**src/rtl/running_median_pairs_macros.svh**
```systemverilog
// assertion macros for the running median block
`ifndef RUNNING_MEDIAN_PAIRS_MACROS_SVH
`define RUNNING_MEDIAN_PAIRS_MACROS_SVH
// implication checked on every edge outside reset
`define RMP_ASSERT_IMP(label, ante, cons) \
  label: assert property (@(posedge clk) disable iff (rst) (ante) |-> (cons)) \
    else $error("assertion failed");
// next-cycle implication checked outside reset
`define RMP_ASSERT_NEXT(label, ante, cons) \
  label: assert property (@(posedge clk) disable iff (rst) (ante) |=> (cons)) \
    else $error("assertion failed");
`endif

```
**src/rtl/rmp_pkg.sv**
```systemverilog
// shared constants and types for the running median block
package rmp_pkg;
  localparam int CAPACITY = 1024;
  localparam int AW = $clog2(CAPACITY);
  localparam int CW = $clog2(CAPACITY + 1);
  localparam logic FUNC_START = 1'b0;
  localparam logic FUNC_PAIR = 1'b1;

  typedef struct packed {
    logic start;
    logic load;
    logic shift;
    logic rd;
    logic finish;
  } cmd_t;

  typedef struct packed {
    logic scan_done;
    logic full;
  } sts_t;
endpackage

```
**src/rtl/rmp_ctrl.sv**
```systemverilog
// controller sequencing the insertion scan
module rmp_ctrl import rmp_pkg::*; (
  input  logic clk,
  input  logic rst,
  input  logic in_valid,
  output logic in_ready,
  input  logic func,
  input  sts_t sts,
  output cmd_t cmd,
  output logic out_valid,
  input  logic out_ready
);
  `include "running_median_pairs_macros.svh"
  localparam logic [2:0] S_IDLE = 3'd0;
  localparam logic [2:0] S_READ = 3'd1;
  localparam logic [2:0] S_TEST = 3'd2;
  localparam logic [2:0] S_FIN  = 3'd3;
  localparam logic [2:0] S_WAIT = 3'd5;

  logic [2:0] state, state_next;
  logic second, second_next;
  logic out_valid_next;
  logic ovf_path;

  assign in_ready = (state == S_IDLE);
  assign ovf_path = sts.full;

  always_comb begin
    state_next = state;
    second_next = second;
    out_valid_next = out_valid;
    cmd = '0;
    if (out_valid && out_ready) out_valid_next = 1'b0;
    case (state)
      S_IDLE: if (in_valid) begin
        cmd.start = 1'b1;
        second_next = 1'b0;
        if (func == FUNC_PAIR && ovf_path) state_next = S_FIN;
        else if (func == FUNC_START) state_next = S_WAIT;
        else state_next = S_READ;
      end
      S_WAIT: begin
        cmd.load = 1'b1;
        state_next = S_IDLE;
      end
      S_READ: begin
        cmd.rd = 1'b1;
        state_next = S_TEST;
      end
      S_TEST: begin
        cmd.shift = 1'b1;
        if (sts.scan_done) begin
          cmd.load = 1'b1;
          if (!second) begin
            second_next = 1'b1;
            state_next = S_READ;
          end else state_next = S_FIN;
        end else state_next = S_READ;
      end
      S_FIN: if (!out_valid || out_ready) begin
        cmd.finish = 1'b1;
        out_valid_next = 1'b1;
        state_next = S_IDLE;
      end
      default: state_next = S_IDLE;
    endcase
  end

  always_ff @(posedge clk) begin
    if (rst) begin
      state <= S_IDLE;
      second <= 1'b0;
      out_valid <= 1'b0;
    end else begin
      state <= state_next;
      second <= second_next;
      out_valid <= out_valid_next;
    end
  end

  `RMP_ASSERT_IMP(a_finish_room, cmd.finish, !out_valid || out_ready)
  `RMP_ASSERT_NEXT(a_out_holds, out_valid && !out_ready, out_valid)
  `RMP_ASSERT_IMP(a_busy_no_accept, state != S_IDLE, !in_ready)
endmodule

```
**config.mk**
```make
export PLATFORM = sky130hd
export DESIGN_NAME = rmp_ctrl
export DESIGN_NICKNAME = d
export VERILOG_FILES = /design/src/rtl/rmp_pkg.sv /design/src/rtl/rmp_ctrl.sv
export VERILOG_INCLUDE_DIRS = /design/src /design/src/rtl
export SDC_FILE = /design/constraint.sdc
export NUM_CORES = 1
export LEC_CHECK = 0
export BUFFER_PORTS_ARGS = -buffer_cell sky130_fd_sc_hd__buf_2
export CORE_AREA = 2 2 39 41
export CTS_CLUSTER_SIZE = 10
export DETAILED_ROUTE_END_ITERATION = 10
export DIE_AREA = 0 0 41 43
export GPL_ROUTABILITY_DRIVEN = 1
export PLACE_DENSITY = 0.48
export SETUP_SLACK_MARGIN = 0.2
export SLEW_MARGIN = 25
export SYNTH_ARGS = -nofsm -noshare
export SYNTH_HDL_FRONTEND = slang
export SYNTH_SLANG_ARGS = --single-unit
```
**constraint.sdc**
```tcl
create_clock -name clk -period 1.28 [get_ports clk]
set_input_delay 0.256 -clock clk [delete_from_list [all_inputs] [get_ports clk]]
set_output_delay 0.256 -clock clk [all_outputs]
set_load 0.01 [all_outputs]
```
# Yosys cells after proc, flatten, opt, wreduce, memory -nomap -nowiden
# Cells that the tools add are included.
# W data, S select, Z words.
# totals
input_bits	7
output_inout_bits	7
ff_bits	5
word_cells	39
# classes
reduce_logical	8
muxes	21
eq_ne	7
# op_table
cell	n
$mux W1	12
$mux W3	4
$pmux W3 S4	1
$eq A3 B2 Y1 const B	2
$ne A2 B2 Y1 const B	3
$mux W2	2
$pmux W1 S2	2
$eq A3 B1 Y1 const B	1
$eq A3 B3 Y1 const B	1
$logic_not A3 Y1	1
$reduce_and A3 Y1	1
$logic_and A1 B1 Y1	2
$reduce_and A2 Y1	1
$reduce_bool A2 Y1	1
$logic_not A1 Y1	1
$logic_or A1 B1 Y1	1

# Logic depth before layout (Yosys ltp)
# Gate-level depths: netlist of the first run.
# logic_depth
word_depth	4
mapped_depth	4
ltp_nobuf	3

# Least setup slack after synthesis of the first run
# No wires, ideal clock.
# synth_timing
path_kind	flip-flop to output port
from	reg state[2]
to	out cmd[4] (netlist name)
t_required_ps	1024
setup_slack_ps	-28
path_stages_with_launch	4
path_buffers	1
arrival_ps	1052
path_cell_list	dfxtp_1 > buf_6 > or4b_4 > inv_1
# synth_rtl
item	line_no	rtl
start: declaration	rmp_ctrl.sv:20	logic [2:0] state, state_next;
start signal: assignment	rmp_ctrl.sv:75	state <= state_next;
end: declaration	rmp_ctrl.sv:9	output cmd_t cmd,

==> results.sh, run 1 <==
export IMPL_period_needed_ns=1.528
export IMPL_finalCritPeriodShare=1.193
export IMPL_antenna_left=0
export IMPL_max_cap_violations=0
export IMPL_synth_most_common_cell="dfxtp_1"
export IMPL_path_max_fanout=3
export IMPL_rows=14
export IMPL_synth_cells=35
export IMPL_status="finished, violations left"
export IMPL_synth_top_area_share=0.3419
export IMPL_hold_class="primary input to register"
export IMPL_finalCoreUtilization=0.4123
export IMPL_p_int_w=0.0003719
export IMPL_die_y_um=43
export IMPL_gr_total_overflow=0
export IMPL_clock_tree_root_cell="clkbuf_4"
export IMPL_min_delay_start="func"
export IMPL_gp_congestion=0.7117
export IMPL_fin_ws_ns=-0.2476
export IMPL_multi_input_area_um2=198.9
export IMPL_place_ws_ns=0.01887
export IMPL_p_leak_nw=0.2652
export IMPL_dr_first_iter_drc_count=4
export IMPL_critPathKind="register to output port"
export IMPL_synth_area_per_cell_um2=8.365
export IMPL_coreArea_um2=1384
export IMPL_register_area_um2=106.4
export IMPL_synth_seq_cells=5
export IMPL_synthesis_nets=42
export IMPL_drv_slew=0
export IMPL_cts_tree="done"
export IMPL_sw_frac_of_total=0.2758
export IMPL_drive_gt1_frac=0.7143
export IMPL_clkPwrFrac=0.357
export IMPL_viasPerCell=4.671
export IMPL_clkSlewWorstSetupHoldPaths_ns=0.05
export IMPL_grt_pass1_wl_mm=1.262
export IMPL_postCtsHoldBufs=0
export IMPL_grt_setup_unrepaired="true"
export IMPL_cts_made_buffers=3
export IMPL_dp_hpwl_um=589.4
export IMPL_synth_edf_count=0
export IMPL_start_kind="register"
export IMPL_synth_distinct_cells=21
export IMPL_htreeDepth=1
export IMPL_yosysTopAreaCell="dfxtp_1"
export IMPL_cts_sinks=5
export IMPL_p_sw_w=0.0001416
export IMPL_finClkSkew_ns=0.006811
export IMPL_power_total_w=0.0005135
export IMPL_syn2layout_area_growth_pct=94.87
export IMPL_tightest_slew_ns=0.2890
export IMPL_nets=71
export IMPL_clock_latency_ns=0.24
export IMPL_powerDensity_nw_per_um2=900.1
export IMPL_die_area_um2=1763
export IMPL_first_global_vias=334
export IMPL_seq_power_share=0.339
export IMPL_end_kind="output port"
export IMPL_cp_arrival_ns=1.27
export IMPL_vdd_drop_max_mv=0.4792
export IMPL_yosysSeqAreaShare=0.3419
export IMPL_clock_path_buffers=2
export IMPL_grtUsageTotal=0.1135
export IMPL_start_util=0.2116
export IMPL_antenna_found_initial=0
export IMPL_synthTopCellsByCount="dfxtp_1, nand2_1"
export IMPL_vias=369
export IMPL_num_fill_cells=150
export IMPL_wl_um=845
export IMPL_crit_start="state[2]$_SDFFE_PP0P_"
export IMPL_failed_checks="setup timing"
export IMPL_wl_per_cell_um=10.70
export IMPL_worstPathRequired_ns=1.02
export IMPL_synthFlopType="dfxtp_1"
export IMPL_die_w_um=41
export IMPL_port_buffers=13
export IMPL_setup_viol=6
export IMPL_dr_pass1_iters=4
export IMPL_drcViolationCount=0
export IMPL_r2r_start="state[2]$_SDFFE_PP0P_"
export IMPL_finalHoldViolations=0
export IMPL_pwr_share_comb=0.304
export IMPL_synthArstFlopShare=0
export IMPL_synth_area_leaders="dfxtp_1, a211oi_1, buf_4"
export IMPL_slew_headroom=0.8057
export IMPL_synth_cell_area_um2=292.8
export IMPL_n_antenna_cell=0
export IMPL_yosysWarnings=0
export IMPL_grt_max_degree=8
export IMPL_clock_fmax_ghz=0.6546
export IMPL_io_pins=14
==> logic make-up after synthesis <==
logic type | Yosys count | share of synthesized area
compound gates | 9 | 0.2137
buf+inv | 6 | 0.1325
flops | 5 | 0.3419
simple gates | 15 | 0.3120
==> registers in the layout, indices dropped and copies added, names as in the netlist <==
register	count
out_valid	1
state	3
second	1
==> worst max-delay path: stages (launching register included) <==
cell	delay, ns
dfxtp_2	0.32
or4b_4	0.54
inv_2	0.07
buf_6	0.09
==> what timing repair did <==
item | 4_1_cts | 5_1_grt
pin swaps | 5 | 5
hold endpoints to repair | 0 | 0
endpoints found under the setup margin | 9 | 10
resized for setup | 19 | 2
buffers inserted | 6 | 2
==> placed cells by master, fill, tap and decap left out <==
cell      netlist  routed
a211oi_1        2       1
a211oi_2        0       1
a21o_1          1       1
a21oi_1         2       1
a21oi_2         0       1
a32oi_2         0       1
buf_2           1      11
buf_4           2      10
buf_6           1       7
clkbuf_1        0       1
clkbuf_4        0       3
dfxtp_1         5       2
dfxtp_2         0       2
dfxtp_4         0       1
inv_2           0       1
inv_4           0       1
nand2_1         4       4
nand2b_1        1       1
nand3b_1        2       2
nor2_1          2       2
nor2b_1         1       1
nor3_2          1       3
nor3b_4         0       1
o21ai_0         1       1
o31ai_1         1       1
o32ai_2         0       1
or4b_4          1       1
==> metrics by stage <==
stage / cells / hold slack (ns) / cell area (µm²) / TNS, ns
2_1_floorplan: 35 / 0.3248 / 292.8 / -0.01058
3_3_place_gp: 67 / 0.4453 / 399.1 / 0
3_5_place_dp: 67 / 0.4500 / 399.1 / 0
4_1_cts: 77 / 0.1825 / 548.0 / -0.7673
5_1_grt: 79 / 0.1793 / 570.5 / -1.267
6_report: 79 / 0.1836 / 570.5 / -0.9354
==> layout make-up <==
type                            count  share of cell area
Timing Repair Buffer               28              0.3662
Multi-Input combinational cell     24              0.3487
Tap cell                           16             0.03509
Inverter                            2             0.01754
Clock buffer                        4             0.04605
Sequential cell                     5              0.1864
==> power by group through the flow <==
stage          combinational (W)  clock [W]  sequential (W)
5_1_grt                 0.000168   0.000211        0.000176
2_1_floorplan          0.0000658          0        0.000169
3_5_place_dp            0.000109          0        0.000173
4_1_cts                 0.000151   0.000192        0.000173
6_report                0.000156   0.000183        0.000174
3_3_place_gp            0.000109          0        0.000173
==> path summary, 6_finish.rpt <==
kind,end,slack [ns],cells past startpoint
min reg2reg,second$_SDFFE_PP0P_,0.47,2
min,state[2]$_SDFFE_PP0P_,0.18,2
max,cmd[4],-0.25,3
max reg2reg,second$_SDFFE_PP0P_,0.03,4
==> metal layers <==
metal	global-route usage	wire [µm]
met5	0	0
met1	0.1093	334
met2	0.1813	468
met4	0.02000	0
met3	0.09424	43
No activity file was read; power rests on OpenSTA's default activity.
==> run 2, diff against run 1 <==
--- a/config.mk
+++ b/config.mk
@@ -6,6 +6,7 @@
 export SDC_FILE = /design/constraint.sdc
 export NUM_CORES = 1
 export LEC_CHECK = 0
+export ABC_AREA = 1
 export BUFFER_PORTS_ARGS = -buffer_cell sky130_fd_sc_hd__buf_2
 export CORE_AREA = 2 2 39 41
 export CTS_CLUSTER_SIZE = 10
@@ -14,6 +15,7 @@
 export GPL_ROUTABILITY_DRIVEN = 1
 export PLACE_DENSITY = 0.48
 export SETUP_SLACK_MARGIN = 0.2
+export SKIP_LAST_GASP = 1
 export SLEW_MARGIN = 25
 export SYNTH_ARGS = -nofsm -noshare
 export SYNTH_HDL_FRONTEND = slang
==> run 2 against run 1 <==
Effect of this change: the run still ends with setup timing left; sequential power increased by 4%; largest cell class is now multi-input gates; hold slack got worse by 0.0079 ns; synthesized cell count increased by 26%; sequential cell count unchanged; combinational power increased by 27%; register-to-register slack about the same; highest routed layer is now met4; routed wire length increased by 6.4%.
==> results.sh, run 2 <==
export IMPL_status="finished, violations left"
export IMPL_failed_checks="setup timing"
export IMPL_worstPathRequired_ns=1.02
export IMPL_yosysTopAreaCell="dfxtp_1"
export IMPL_num_fill_cells=158
export IMPL_seq_power_share=0.322
export IMPL_path_max_fanout=2
export IMPL_period_needed_ns=1.396
export IMPL_drcViolationCount=0
export IMPL_p_leak_nw=0.2686
export IMPL_synth_cells=44
export IMPL_synthArstFlopShare=0
export IMPL_sw_frac_of_total=0.3168
export IMPL_synth_top_area_share=0.3333
export IMPL_largestRegisters="state (3), out_valid (1), second (1)"
export IMPL_grt_pass1_wl_mm=1.145
export IMPL_synth_area_per_cell_um2=6.825
export IMPL_path_buf_inv=2
export IMPL_antenna_left=0
export IMPL_syn2layout_area_growth_pct=70.42
export IMPL_final_common_cell="buf_2"
export IMPL_synthTopCellsByCount="inv_1, nand2_1, dfxtp_1, nand3_1, nand2_2"
export IMPL_crit_start="state[2]$_SDFFE_PP0P_"
export IMPL_tightest_slew_ns=0.1669
export IMPL_clkSlewWorstSetupHoldPaths_ns=0.04
export IMPL_synth_distinct_cells=15
export IMPL_critPathKind="register to output port"
export IMPL_die_area_um2=1763
export IMPL_gr_total_overflow=0
export IMPL_clock_tree_root_cell="clkbuf_4"
export IMPL_die_y_um=43
export IMPL_drv_slew=0
export IMPL_fin_area_um2=511.7
export IMPL_die_w_um=41
export IMPL_slew_headroom=0.8886
export IMPL_cts_tree="done"
export IMPL_synth_area_leaders="dfxtp_1, inv_1, nand2_1"
export IMPL_synthFlopType="dfxtp_1"
export IMPL_finalHoldViolations=0
export IMPL_cts_made_buffers=3
export IMPL_p_sw_w=0.0001778
export IMPL_viasPerCell=4.280
export IMPL_whs_ns=0.1757
export IMPL_clock_fmax_ghz=0.7166
export IMPL_first_global_vias=307
export IMPL_grt_max_degree=6
export IMPL_dp_cells=74
export IMPL_port_buffers=13
export IMPL_coreArea_um2=1384
export IMPL_dr_pass1_iters=2
export IMPL_end_kind="output port"
export IMPL_wl_um=899
export IMPL_instances_no_fill=82
export IMPL_drive_gt1_frac=0.6212
export IMPL_critical_path_most_common_cell="nor2_4"
export IMPL_yosysWarnings=0
export IMPL_vias=351
export IMPL_slowest_delay_ns=0.34
export IMPL_multi_input_area_um2=188.9
export IMPL_register_area_um2=108.9
export IMPL_synthesis_nets=51
export IMPL_cts_sinks=5
export IMPL_synth_cell_area_um2=300.3
export IMPL_fin_tns_setup_ns=-0.2302
export IMPL_clock_path_buffers=2
export IMPL_grt_setup_unrepaired="true"
export IMPL_final_cell_mix="buf_2, inv_1, nand2_1, nand3_1, buf_6"
export IMPL_rows=14
export IMPL_hold_class="primary input to register"
export IMPL_htreeDepth=1
export IMPL_path_delay_family="flip-flops"
export IMPL_wl_per_cell_um=10.96
export IMPL_clkPwrFrac=0.326
export IMPL_p_int_w=0.0003835
export IMPL_setup_viol=3
export IMPL_synth_edf_count=0
export IMPL_gp_congestion=0.6720
export IMPL_power_total_w=0.0005613
export IMPL_fin_ws_ns=-0.1155
export IMPL_n_antenna_cell=0
export IMPL_finalCritPeriodShare=1.090
export IMPL_dp_hpwl_um=605.5
export IMPL_pwr_share_comb=0.352
export IMPL_postCtsHoldBufs=0
export IMPL_clock_latency_ns=0.24
export IMPL_largest_register="state"
export IMPL_antenna_found_initial=0
export IMPL_powerDensity_nw_per_um2=1097
export IMPL_min_delay_start="func"
export IMPL_start_kind="register"
export IMPL_max_cap_violations=0
export IMPL_placedInstanceArea_um2=397.9
export IMPL_synth_seq_cells=5
export IMPL_grtUsageTotal=0.1064
export IMPL_dr_first_iter_drc_count=2
export IMPL_yosysSeqAreaShare=0.3333
export IMPL_vdd_drop_max_mv=0.5467
export IMPL_nets=74
export IMPL_r2r_start="state[2]$_SDFFE_PP0P_"
export IMPL_start_util=0.2170
export IMPL_io_pins=14
export IMPL_largest_reg_flops=3
export IMPL_cp_slowest_cell="dfxtp_4"
export IMPL_finClkSkew_ns=0.003246
export IMPL_path_cells="nor2_4 -> inv_2 -> nor2_4 -> nand2_2 -> nand2_1 -> buf_2"
export IMPL_cp_arrival_ns=1.14
## run 2: cell count changes after synthesis, sizes merged, moves of 2 or more
cell    before  now
a211oi       2    0
buf          4    1
inv          2    9
nand2        4   11
nand3        0    5
nor2         2    7
## run 2: worst paths after layout
kind / slack, ns / depth (start not counted) / to
hold / removal: 0.18 / 2 / state[2]$_SDFFE_PP0P_
hold reg to reg: 0.49 / 2 / second$_SDFFE_PP0P_
setup reg to reg: 0.03 / 9 / second$_SDFFE_PP0P_
setup / recovery: -0.12 / 6 / cmd[3]
## run 2: metrics by stage
| stage | setup WS (ns) | utilization |
|---|---|---|
| floorplan | 0.2067 | - |
| global placement | 0.1478 | 0.2875 |
| detailed placement | 0.1457 | 0.2875 |
| CTS | -0.06189 | 0.3409 |
| global route | -0.1886 | 0.3698 |
| finish | -0.1155 | 0.3698 |
## run 2: power groups by stage
| stage | clock network, W | registers [W] | logic, W |
|---|---|---|---|
| finish | 0.000183 | 0.000181 | 0.000198 |
| global route | 0.000211 | 0.000182 | 0.000211 |
| CTS | 0.000188 | 0.000179 | 0.000166 |
| detailed placement | 0 | 0.000183 | 0.000138 |
| global placement | 0 | 0.000183 | 0.000137 |
| floorplan | 0 | 0.000184 | 0.0000844 |
## run 2: worst reg2reg max path, delay by kind of cell (launching register included)
kind	cells	cell delay, ns
AOI/OAI and AO/OA	1	0.04
buffers and inverters	4	0.40
DFF	1	0.34
and+or+nand+nor	4	0.35
## run 2: layer usage
metal  vias up  wire, µm  global-route usage
li1        181         -                   -
met1       161       313             0.08682
met2         7       544              0.1719
met3         2        27             0.04712
met4         0        14              0.1000
met5         -         0                   0
## run 2: area by class of cell
cell class	count	area share
Clock buffer	4	0.05134
Tap cell	16	0.03912
Multi-Input combinational cell	29	0.3692
Inverter	9	0.06601
Sequential cell	5	0.2127
Timing Repair Buffer	19	0.2616
## run 2: what timing repair did
item                       CTS  global route
pin swaps                    3             2
gates resized for setup      9             7
buffers inserted             2             2
setup endpoints to repair    6             9
## run 2: kinds of logic (layout without fill, tap and decap cells)
kind of cell / after synthesis / count (layout) / synth area share
buffers and inverters: 10 / 32 / 0.1375
DFF: 5 / 5 / 0.3333
AOI/OAI and AO/OA: 3 / 3 / 0.06251
and+or+nand+nor: 26 / 26 / 0.4667
==> run 3, diff against run 2 <==
--- a/config.mk
+++ b/config.mk
@@ -13,10 +13,9 @@
 export DETAILED_ROUTE_END_ITERATION = 10
 export DIE_AREA = 0 0 41 43
 export GPL_ROUTABILITY_DRIVEN = 1
-export PLACE_DENSITY = 0.48
+export PLACE_DENSITY = 0.47
 export SETUP_SLACK_MARGIN = 0.2
-export SKIP_LAST_GASP = 1
-export SLEW_MARGIN = 25
+export SLEW_MARGIN = 15
 export SYNTH_ARGS = -nofsm -noshare
 export SYNTH_HDL_FRONTEND = slang
 export SYNTH_SLANG_ARGS = --single-unit
==> constraint.sdc (replaced) <==
create_clock -name clk -period 1.7 [get_ports clk]
set_input_delay 0.34 -clock clk [delete_from_list [all_inputs] [get_ports clk]]
set_output_delay 0.34 -clock clk [all_outputs]
set_load 0.01 [all_outputs]
==> run 3 against run 2 <==
Effect of this change: the flow now finishes without violations; final cell count down 6.1%; hold slack better by 0.11 ns; setup slack improved by 0.39 ns; die area is the same; clock skew down 0.0028 ns; combinational power shrank 53%.
==> results.sh, run 3 (synthesis gave the netlist of run 2 again) <==
export IMPL_coreArea_um2=1384
export IMPL_p_sw_w=0.0001048
export IMPL_hold_class="primary input to register"
export IMPL_nets=69
export IMPL_seq_power_share=0.384
export IMPL_max_cap_violations=0
export IMPL_pwr_share_comb=0.257
export IMPL_grt_pass1_wl_um=862
export IMPL_largest_reg_flops=3
export IMPL_dp_hpwl_um=498.4
export IMPL_dr_first_iter_drc_count=1
export IMPL_grt_setup_unrepaired="true"
export IMPL_final_common_cell="buf_2"
export IMPL_antenna_left=0
export IMPL_cts_sinks=5
export IMPL_gp_congestion=0.6759
export IMPL_rows=14
export IMPL_antenna_found_initial=0
export IMPL_syn2layout_area_growth_pct=38.33
export IMPL_wl_per_cell_um=7.714
export IMPL_finalCritPeriodShare=0.8377
export IMPL_drv_slew=0
export IMPL_cts_made_buffers=3
export IMPL_drcViolationCount=0
export IMPL_first_global_vias=237
export IMPL_io_pins=14
export IMPL_finalCoreUtilization=0.3002
export IMPL_period_needed_ns=1.424
export IMPL_p_leak_nw=0.2276
export IMPL_sw_frac_of_total=0.2900
export IMPL_viasPerCell=3.974
export IMPL_fin_tns_setup_ns=0
export IMPL_final_cell_mix="buf_2, inv_1, nand2_1, nand3_1, nand2_2"
export IMPL_clock_latency_ns=0.23
export IMPL_port_buffers=13
export IMPL_start_util=0.2170
export IMPL_tightest_slew_ns=0.2060
export IMPL_largest_register="state"
export IMPL_critPathKind="register to output port"
export IMPL_n_antenna_cell=0
export IMPL_finalHoldViolations=0
export IMPL_vias=306
export IMPL_cp_arrival_ns=1.08
export IMPL_ff2ff_setup_slack_ns=0.70
export IMPL_status="finished clean"
export IMPL_start_kind="register"
export IMPL_min_delay_start="func"
export IMPL_die_w_um=41
export IMPL_clkSlewWorstSetupHoldPaths_ns=0.04
export IMPL_p_int_w=0.0002566
export IMPL_clock_tree_root_cell="clkbuf_4"
export IMPL_die_y_um=43
export IMPL_clock_path_buffers=2
export IMPL_die_area_um2=1763
export IMPL_end_kind="output port"
export IMPL_r2r_start="state[2]$_SDFFE_PP0P_"
export IMPL_gr_total_overflow=0
export IMPL_grtUsageTotal=0.07129
export IMPL_vdd_drop_max_mv=0.2529
export IMPL_crit_start="state[0]$_SDFFE_PP0P_"
export IMPL_wl_um=594
export IMPL_num_fill_cells=153
export IMPL_dr_pass1_iters=2
export IMPL_drive_gt1_frac=0.5246
export IMPL_grt_max_degree=6
export IMPL_worstPathRequired_ns=1.36
export IMPL_powerDensity_nw_per_um2=869.9
export IMPL_clkPwrFrac=0.359
export IMPL_cts_tree="done"
export IMPL_setup_viol=0
export IMPL_clock_fmax_ghz=0.7022
export IMPL_finClkSkew_ns=0.0004149
export IMPL_path_max_fanout=4
export IMPL_htreeDepth=1
export IMPL_largestRegisters="state (3), out_valid (1), second (1)"
export IMPL_slew_headroom=0.8621
[run 3: cell types whose count changed in the layout (fill, tap and decap cells not counted), sizes merged]
cell	previous run	this run
buf	19	14
[run 3: final cells by class]
type / instances / area, µm² / area share
clock buffers: 4 / 26.28 / 0.06325
multi-input cells: 29 / 158.9 / 0.3825
flip-flops and latches: 5 / 103.9 / 0.2500
repair buffers: 14 / 72.57 / 0.1747
well taps: 16 / 20.02 / 0.04819
inverters: 9 / 33.78 / 0.08133
[run 3: final timing paths]
check / endpoint / cells after the start
worst min-delay path: state[2]$_SDFFE_PP0P_ / 2
worst max register to register: state[0]$_SDFFE_PP0P_ / 7
worst max-delay path: cmd[4] / 6
worst min register to register: second$_SDFFE_PP0P_ / 2
[run 3: critical path: stages (launching register included)]
cell	delay [ns]
dfxtp_2	0.34
nor2_4	0.12
inv_2	0.05
nor2_2	0.10
nand2_2	0.08
inv_1	0.05
buf_2	0.11
[run 3: per-layer routing]
layer | GRT usage | up-vias | wire (µm)
li1 | - | 168 | -
met1 | 0.08682 | 132 | 251
met2 | 0.1094 | 6 | 312
met3 | 0 | 0 | 30
met4 | 0.06000 | 0 | 0
met5 | 0 | - | 0
[run 3: what timing repair did]
item	CTS	global route
setup endpoints to repair	2	2
hold buffers	0	0
pin swaps	1	0
resized for setup	0	3
setup buffers	1	0
[run 3: through the flow]
step | cell area (µm²) | cells | setup WS (ns) | power, W | hold slack (ns)
global route | 415.4 | 77 | 0.1882 | 0.0003861 | 0.2818
finish | 415.4 | 77 | 0.2759 | 0.0003614 | 0.2813
global placement | 377.9 | 72 | 0.4276 | 0.0002276 | 0.4658
floorplan | 300.3 | 44 | 0.4708 | 0.0001971 | 0.4024
CTS | 411.6 | 77 | 0.2206 | 0.0003666 | 0.2832
detailed placement | 377.9 | 72 | 0.4123 | 0.0002268 | 0.4652
[run 3: power by group through the flow]
stage	Sequential, W	Combinational, W	Clock (W)
final	0.000139	0.0000927	0.000130
after global routing	0.000139	0.000106	0.000140
after CTS	0.000137	0.0000935	0.000136
after detailed placement	0.000139	0.0000876	0
after global placement	0.000139	0.0000883	0
after floorplan	0.000138	0.0000593	0
